==> config.mk <==
export PLATFORM = sky130hd
export DESIGN_NAME = rgbycc_ctrl
export DESIGN_NICKNAME = d
export VERILOG_FILES = /design/src/rgbycc_pkg.sv /design/src/rgbycc_ctrl.sv
export SDC_FILE = /design/constraint.sdc
export NUM_CORES = 1
export LEC_CHECK = 0
export BUFFER_PORTS_ARGS = -buffer_cell sky130_fd_sc_hd__buf_2
export CORE_AREA = 10 10 47 49
export DETAILED_ROUTE_END_ITERATION = 12
export DIE_AREA = 0 0 57 59
export GPL_TIMING_DRIVEN = 0
export REMOVE_ABC_BUFFERS = 1
export SYNTH_ARGS = -nofsm -noshare
export SYNTH_HDL_FRONTEND = slang
export SYNTH_SLANG_ARGS = --single-unit
export TNS_END_PERCENT = 30
==> constraint.sdc <==
create_clock -name clk -period 1.3 [get_ports clk]
set_clock_uncertainty 0.1 [all_clocks]
set_input_delay 0.065 -clock clk [delete_from_list [all_inputs] [get_ports clk]]
set_output_delay 0.065 -clock clk [all_outputs]
set_load 0.01 [all_outputs]
==> src/rgbycc_pkg.sv <==
// Shared constants, tables, types and helpers for the RGB to YCbCr subsampling core.
package rgbycc_pkg;

	// Fixed field and register widths.
	localparam int PIX_W     = 8;
	localparam int IN_W      = 3 * PIX_W;
	localparam int OUT_W     = 3 * PIX_W;
	localparam int CFG_W     = 13;
	localparam int CFG_IDX_W = 2;
	localparam int FACT_W    = 3;
	localparam int CNT_W     = 12;
	localparam int ACC_W     = 16;
	localparam int SUM_W     = 26;

	// Default sizing of the accumulator store and the block side, and the row limit.
	localparam int DEF_MAX_WIDTH  = 4096;
	localparam int DEF_MAX_FACTOR = 4;
	localparam int HEIGHT_LIMIT   = 4096;

	// Register indexes of the configuration port.
	localparam logic [CFG_IDX_W-1:0] REG_WIDTH  = 2'd0;
	localparam logic [CFG_IDX_W-1:0] REG_HEIGHT = 2'd1;
	localparam logic [CFG_IDX_W-1:0] REG_FACTOR = 2'd2;

	// Reset values of the configuration registers.
	localparam logic [CFG_W-1:0]  RST_WIDTH  = 13'd640;
	localparam logic [CFG_W-1:0]  RST_HEIGHT = 13'd480;
	localparam logic [FACT_W-1:0] RST_FACTOR = 3'd2;

	// BT.601 studio-range coefficients in Q16.
	localparam int Y_OFF  = 16 << 16;
	localparam int Y_R    = 16829;
	localparam int Y_G    = 33039;
	localparam int Y_B    = 6416;
	localparam int CB_OFF = 128 << 16;
	localparam int CB_R   = -9714;
	localparam int CB_G   = -19070;
	localparam int CB_B   = 28784;
	localparam int CR_OFF = 128 << 16;
	localparam int CR_R   = 28784;
	localparam int CR_G   = -24103;
	localparam int CR_B   = -4681;

	// Column split: floor(c / f) = (c * COL_RECIP[f]) >> DIV_SHIFT for any 12-bit c.
	localparam int DIV_SHIFT = 15;
	localparam int COL_RC_W  = 16;
	localparam logic [COL_RC_W-1:0] COL_RECIP [8] = '{
		16'd32768, 16'd32768, 16'd16384, 16'd10923,
		16'd8192,  16'd6554,  16'd5462,  16'd4682
	};

	// Block average: floor(s / f^2) = (s * AVG_RECIP[f]) >> AVG_SHIFT for any 17-bit s.
	localparam int AVG_SHIFT = 23;
	localparam int AVG_RC_W  = 24;
	localparam logic [AVG_RC_W-1:0] AVG_RECIP [8] = '{
		24'd8388608, 24'd8388608, 24'd2097152, 24'd932068,
		24'd524288,  24'd335545,  24'd233017,  24'd171197
	};

	typedef struct packed {
		logic clear;
		logic capture;
		logic split;
		logic read;
		logic accum;
		logic average;
		logic load;
	} rgbycc_cmd_t;

	typedef struct packed {
		logic clear_done;
	} rgbycc_status_t;

	// Negative gives zero, otherwise drop the fraction and saturate to 255.
	function automatic logic [PIX_W-1:0] clamp_q16(input logic signed [SUM_W-1:0] v);
		logic [PIX_W-1:0] res;
		if (v < 0) begin
			res = '0;
		end else if (v[SUM_W-2:16] > 9'd255) begin
			res = '1;
		end else begin
			res = v[16 +: PIX_W];
		end
		return res;
	endfunction

endpackage

==> src/rgbycc_ctrl.sv <==
// Controller state machine: stream handshakes and sequencing of the datapath steps.
module rgbycc_ctrl (
	input  logic                       clk,
	input  logic                       arst_n,
	input  logic                       in_valid,
	output logic                       in_ready,
	output logic                       out_valid,
	input  logic                       out_ready,
	output rgbycc_pkg::rgbycc_cmd_t    cmd,
	input  rgbycc_pkg::rgbycc_status_t status
);
	import rgbycc_pkg::*;

	localparam logic [2:0] ST_CLEAR = 3'd0;
	localparam logic [2:0] ST_IDLE  = 3'd1;
	localparam logic [2:0] ST_SPLIT = 3'd2;
	localparam logic [2:0] ST_READ  = 3'd3;
	localparam logic [2:0] ST_ACCUM = 3'd4;
	localparam logic [2:0] ST_AVG   = 3'd5;
	localparam logic [2:0] ST_LOAD  = 3'd6;

	logic [2:0] state_q;
	logic [2:0] state_d;
	logic       out_valid_q;
	logic       out_free;

	// The output register can take a new word when empty or being drained now.
	assign out_free  = !out_valid_q || out_ready;
	assign in_ready  = (state_q == ST_IDLE);
	assign out_valid = out_valid_q;

	always_comb begin
		cmd         = '0;
		cmd.clear   = (state_q == ST_CLEAR);
		cmd.capture = in_valid && (state_q == ST_IDLE);
		cmd.split   = (state_q == ST_SPLIT);
		cmd.read    = (state_q == ST_READ);
		cmd.accum   = (state_q == ST_ACCUM);
		cmd.average = (state_q == ST_AVG);
		cmd.load    = (state_q == ST_LOAD) && out_free;
	end

	always_comb begin
		state_d = state_q;
		unique case (state_q)
			ST_CLEAR: begin
				if (status.clear_done) state_d = ST_IDLE;
			end
			ST_IDLE: begin
				if (in_valid) state_d = ST_SPLIT;
			end
			ST_SPLIT: state_d = ST_READ;
			ST_READ:  state_d = ST_ACCUM;
			ST_ACCUM: state_d = ST_AVG;
			ST_AVG:   state_d = ST_LOAD;
			ST_LOAD: begin
				if (out_free) state_d = ST_IDLE;
			end
			default:  state_d = ST_CLEAR;
		endcase
	end

	always_ff @(posedge clk or negedge arst_n) begin
		if (!arst_n) begin
			state_q     <= ST_CLEAR;
			out_valid_q <= 1'b0;
		end else begin
			state_q <= state_d;
			if (cmd.load) begin
				out_valid_q <= 1'b1;
			end else if (out_ready) begin
				out_valid_q <= 1'b0;
			end
		end
	end

	a_cmd_onehot: assert property (@(posedge clk) disable iff (!arst_n)
		$onehot0(cmd))
		else $error("more than one datapath step commanded at once");

	a_load_sets_valid: assert property (@(posedge clk) disable iff (!arst_n)
		cmd.load |=> out_valid)
		else $error("loaded result word not presented");

	a_load_no_overwrite: assert property (@(posedge clk) disable iff (!arst_n)
		cmd.load |-> !(out_valid_q && !out_ready))
		else $error("result word overwritten before it was taken");

endmodule

# Word level (Yosys, flattened, before mapping)
# Cells that the tools add are included.
# word_totals
output_inout_bits,9
memories,0
reg_bits,4
latchBits,0
input_bits,5
rom_bits,0
elab_cells,24
mem_bits_rw,0
# classes
n_reduce_logical,7
shift,0
n_mul,0
n_mux,6
magnitude_cmp,0
div_mod_pow,0
bitwise,0
n_addsub,0
n_eq_ne,9
# ops
operator,count
case mux 3 bit (7 select lines),1
"== test 3 bit, second input constant",3
2-to-1 mux 3 bit,3
"== test 3 x 2 -> 1 bit, second input constant",2
"inequality test 2 bit, second input constant",2
"== test 3 x 1 -> 1 bit, second input constant",1
logical NOT 3 bit,1
AND reduction 3 bit,1
logical AND 1 bit,2
2-to-1 mux 1 bit,2
"inequality test 2 x 1 -> 1 bit, second input constant",1
nonzero test 2 bit,1
logical NOT 1 bit,1
logical OR 1 bit,1

# Logic depth before layout (Yosys ltp)
# Gate-level depths: netlist of the first run.
# logic_depth
depth_word,4
depth_mapped,4

# Least setup slack after synthesis of the first run
# No wires, ideal clock.
# synth_timing
path_kind,register -> output
startpoint,register state_q[1]
endpoint,output port cmd[5] (netlist bit)
stages_incl_launch_ff,4
setup_slack_ns,0.169
arrival_ns,0.966
required_ns,1.135
path_buffers,1
cell_sequence,dfrtp_1 -> buf_6 -> nor3b_2 -> and2_1
# synth_rtl
item,line_no,rtl
from (decl),rgbycc_ctrl.sv:22,logic [2:0] state_q;
from (signal assigned),rgbycc_ctrl.sv:68,state_q <= state_d;
to (decl),rgbycc_ctrl.sv:9,"output rgbycc_pkg::rgbycc_cmd_t cmd,"

==> flow_summary.toml, run 1 <==
[final_layout]
final_area_sq_um = 454.2
drive_gt1_frac = 0.6538
antenna_cells = 0
nNetsFinal = 59
syn2layout_area_growth_pct = 56.47

[placement]
hpwl_um = 546.4
globalplace.congestion = 0.6545
dpl-instance-area_sq_um = 341.6
place.port_buffers = 13
pre_cts_ws_ns = 0.08706

[yosys]
syn_area_sq_um = 290.3
synthTopCellsByArea = "dfrtp_1 34%, buf_6 12%, o21ai_4 5.6%"
synth-seq-cells = 4
synth_top_area_frac = 0.3448
synth-async-reset-ratio = 1.000
syn_inst = 29
yosysTopAreaCell = "dfrtp_1"
ys_warn_count = 0
syn_area_per_cell_sq_um = 10.01
synth_commonest_cells = "4 x dfrtp_1, 3 x buf_6, 3 x nor2_1"
synth_ff_type = "dfrtp_1"
yosysUniqueCellTypes = 18
synth_edf_count = 0
yosysSeqAreaShare = 0.3448
yosysMostFrequentCell = "dfrtp_1"

[pwr]
ir_worst_vdd_mv = 0.6277
power_density_nw_per_um2 = 2501
p_leak_nw = 0.2458
total_power_mw = 1.136

[detailed_routing]
dr.pass1.iters = 2
post_drt_wl_per_cell_um = 14.00
drtIter0Drc = 1
drtAntennaViolNets = 0
vias = 300
wl_um = 952
vias_per_cell = 4.412
drc_errors = 0

[outcome]
violations = "setup timing"
status = "complete, but fails checks"

[timing]
hold_viol = 0
rsz0062_at_grt = "yes"
max_slew_margin = 0.8301
worst_slack_ns = -0.006110
tightest_slew_ns = 0.2521
setup_violations = 2
clock.fmax_ghz = 0.7656
post-route-period-util = 1.005
holdWs_ns = 0.01577
drv_slew = 0
fin_crit_ns = 1.306
fin_setup_tns_ns = -0.008427

[critical_path]
crit_path_start_kind = "register"
crit_type = "reg -> out"
cp-end-kind = "primary output"
timing.rr.end = "state_q[0]"
cp.required_ns = 1.13
crit_path_top_delay_cell = "dfrtp_2"
reg2regPathDepth = 3
critical_path.max_stage_delay_ns = 0.44
cp.arrival_ns = 1.14
worst-r2r-setup-slack_ns = 0.04
crit_fanout = 6
crit_chain = "nor3b_2 > and2_1 > buf_2"
r2r-start = "state_q[1]"
critPathTopFamily = "flip-flops"
cp_num_buf_inv = 1

[floorplanning]
io_pins = 14
initial_utilization = 0.2071
die_h_um = 59
num_rows = 14
dieArea_sq_um = 3363
die-width_um = 57
core_area_sq_um = 1401

[global_route]
grt_remaining_overflow = 0
antenna_found_initial = 0
grtUsageTotal = 0.05058
grt_start_max_net_pins = 11
grt_pass1_wl_mm = 1.297
grt_pass1_vias = 309

[clock_tree]
path_clk_slew_ns = 0.04
cts_tree = "done"
cts_buffer_depth = 2
htreeDepth = 1
clock_tree.root_cell = "clkbuf_4"
cts_num_sinks = 4
cts_buffers = 3
clk_latency_ns = 0.24

[hold_path]
hold_class = "in -> reg"
worstHoldStart = "in_valid"
hold_depth = 4
hold_end = "state_q[0]"

[job]
cap_violations = 0
==> flip-flops by register name, indices dropped and copies added, names as in the netlist <==
name / count
out_valid: 1
state_q: 3
==> through the flow <==
| step | utilization | std cells |
|---|---|---|
| after floorplan | - | 26 |
| after global placement | 0.2438 | 55 |
| after detailed placement | 0.2438 | 55 |
| after CTS | 0.3054 | 66 |
| after global routing | 0.3241 | 68 |
| final | 0.3241 | 68 |
==> where the power goes <==
group,leakage (nW),internal [mW],total [mW],switching [mW]
Clock,0.0138,0.103,0.153,0.0501
Sequential,0.0470,0.190,0.281,0.0914
Combinational,0.185,0.376,0.702,0.325
Total,0.246,0.669,1.14,0.467
==> worst max-delay path by stage <==
stage	slack [ns]	end	depth (start not counted)	from
2_1_floorplan	0.13	state_q[2]	2	state_q[2]
3_3_place_gp	0.08	state_q[2]	2	state_q[2]
3_5_place_dp	0.09	state_q[2]	2	state_q[2]
4_1_cts	-0.01	cmd[5]	3	state_q[2]
5_1_grt	-0.08	cmd[0]	4	state_q[1]
6_report	-0.006	cmd[5]	3	state_q[2]
==> placed cells by master, fill, tap and decap left out <==
| master | count |
|---|---|
| nor3_1 | 1 |
| clkbuf_4 | 3 |
| nand3b_1 | 1 |
| o21ai_4 | 1 |
| dfrtp_2 | 3 |
| dfrtp_1 | 1 |
| a21oi_1 | 2 |
| a21o_1 | 2 |
| o41ai_2 | 1 |
| nor2b_1 | 1 |
| and3b_2 | 1 |
| nor3b_2 | 2 |
| o21ai_0 | 1 |
| nor2_1 | 2 |
| nand2_1 | 2 |
| dlygate4sd3_1 | 1 |
| and2_1 | 1 |
| nand2b_1 | 2 |
| buf_6 | 1 |
| o21bai_1 | 1 |
| nor2_2 | 1 |
| buf_2 | 14 |
| buf_4 | 7 |
==> layer usage <==
metal | part of all wire | GRT usage | up-vias
met5 | 0 | 0 | -
met4 | 0.015 | 0.05034 | 0
met3 | 0.060 | 0.02361 | 2
met2 | 0.60 | 0.08992 | 9
met1 | 0.32 | 0.03924 | 142
li1 | - | - | 147
==> final cells by class <==
cell class | instances | area, sq um
clock buffers | 3 | 22.52
repair buffers | 23 | 143.9
well taps | 16 | 20.02
flip-flops and latches | 4 | 103.9
multi-input cells | 22 | 163.9
fillers | 154 | 947.2
==> worst register-to-register path, delay by kind of cell, from the launching register on <==
| kind | cells | cell delay [ns] |
|---|---|---|
| buffers and inverters | 1 | 0.17 |
| DFF | 1 | 0.45 |
| AOI/OAI and AO/OA | 2 | 0.42 |
==> what timing repair did <==
action	in CTS	in global routing
hold buffers	1	0
buffers inserted	7	2
hold endpoints to repair	4	0
pin swaps	1	2
gates resized for setup	4	8
setup endpoints to repair	7	5
==> cells by family (layout without fill, tap and decap cells) <==
group,after synthesis,after routing,synth area share
AOI/OAI and AO/OA,8,8,0.2414
and+or+nand+nor,14,14,0.2974
buffers and inverters,3,26,0.1164
DFF,4,4,0.3448
Note: power is estimated with default switching activity, not from simulation.
==> inputs of run 2 (changes only) <==
==> constraint.sdc (replaced) <==
create_clock -name clk -period 1.3 [get_ports clk]
set_clock_uncertainty 0.1 [all_clocks]
set_input_delay 0.325 -clock clk [delete_from_list [all_inputs] [get_ports clk]]
set_output_delay 0.325 -clock clk [all_outputs]
set_load 0.01 [all_outputs]
==> flow_summary.toml, run 2 (synthesis results as in run 1) <==
[outcome]
status = "complete, but fails checks"
violations = "setup timing"

[clock_tree]
path_clk_slew_ns = 0.04
clk_latency_ns = 0.24
clock_tree.root_cell = "clkbuf_4"
cts_buffer_depth = 2
cts_tree = "done"
cts_buffers = 3
cts_num_sinks = 4
htreeDepth = 1

[timing]
worst_slack_ns = -0.2502
post-route-period-util = 1.192
clock.fmax_ghz = 0.6451
fin_crit_ns = 1.550
max_slew_margin = 0.8301
rsz0062_at_grt = "yes"
drv_slew = 0
tightest_slew_ns = 0.2521
setup_violations = 9
hold_viol = 0

[critical_path]
cp.required_ns = 0.88
cp-end-kind = "primary output"
crit_type = "reg -> out"
cp.arrival_ns = 1.13
crit_path_start_kind = "register"
crit_fanout = 5

[pwr]
power_density_nw_per_um2 = 2487
ir_worst_vdd_mv = 0.6866
p_leak_nw = 0.2532
total_power_mw = 1.170

[final_layout]
final_util = 0.3357
fillers = 147
largest_reg_flops = 3
final_common_cell = "buf_2"
final_cell_mix = "13 x buf_2, 8 x buf_4, 3 x nor2_1, 3 x clkbuf_4, 3 x dfrtp_2"
antenna_cells = 0
regMostFlops = "state_q"
final_area_sq_um = 470.5
syn2layout_area_growth_pct = 62.07
nNetsFinal = 60
drive_gt1_frac = 0.6604

[floorplanning]
io_pins = 14
dieArea_sq_um = 3363
die-width_um = 57
initial_utilization = 0.2071
num_rows = 14
die_h_um = 59
core_area_sq_um = 1401

[detailed_routing]
vias_per_cell = 4.420
post_drt_wl_per_cell_um = 13.54
wl_met3_um = 58
dr.pass1.iters = 2
wl_met2_um = 554
drtIter0Drc = 1
vias = 305
drc_errors = 0
highest_layer = "met4"
wl_met1_um = 306
wl_um = 934
drtAntennaViolNets = 0

[global_route]
grtUsageTotal = 0.05577
grt_pass1_wl_mm = 1.449
antenna_found_initial = 0
grt_pass1_vias = 336
grt_remaining_overflow = 0
grt_start_max_net_pins = 7

[placement]
place.port_buffers = 13
hpwl_um = 546.4
globalplace.congestion = 0.6545
dpl-instance-area_sq_um = 341.6
pre_cts_ws_ns = -0.1661

[hold_path]
hold_class = "in -> reg"

[job]
cap_violations = 0
## run 2: changes by cell type in the layout (fill, tap and decap cells not counted), sizes merged
cell	change
buf	+1
## run 2: layer usage
metal,up-vias,global-route usage
met5,-,0
met3,2,0.02575
li1,149,-
met2,9,0.09922
met1,145,0.04518
met4,0,0.05034
## run 2: final cells by class
class | count | area (sq um) | area share
multi-input combinational | 22 | 166.4 | 0.3537
timing repair buffer | 24 | 157.7 | 0.3351
sequential | 4 | 103.9 | 0.2207
clock buffer | 3 | 22.52 | 0.04787
tap | 16 | 20.02 | 0.04255
## run 2: repair_timing
action	4_1_cts	5_1_grt
hold buffers	1	0
hold endpoints to repair	4	0
setup buffers	9	1
pin swaps	2	2
gates resized for setup	8	3
setup endpoints to repair	8	9
## run 2: critical path, stage by stage (launching register included)
cell	delay, ns
dfrtp_2	0.43
nor3b_2	0.20
and2_1	0.14
buf_2	0.12
## run 2: worst paths after layout
kind	startpoint	to	slack [ns]	depth (start not counted)
worst max-delay path	state_q[1]	cmd[5]	-0.25	3
worst min-delay path	in_valid	state_q[0]	0.28	4
worst max register to register	state_q[2]	state_q[0]	-0.02	4
worst min register to register	out_valid	out_valid	0.47	2
max in group asynchronous	arst_n	state_q[1]	0.64	2
min in group asynchronous	arst_n	out_valid	0.33	2
## run 2: metrics by stage
step                TNS (ns)  hold WS, ns  instances
finish                -1.669       0.2765         69
global route          -2.201       0.2863         69
CTS                   -1.755       0.2610         68
detailed placement   -0.6371      0.03139         55
global placement     -0.5670      0.03336         55
floorplan            -0.1449     -0.07059         26
## run 2: power breakdown
part	switching (mW)	leakage [nW]	total, mW	internal (mW)
logic	0.338	0.192	0.745	0.407
registers	0.0825	0.0470	0.272	0.190
clock network	0.0497	0.0138	0.153	0.103
total	0.470	0.253	1.17	0.700
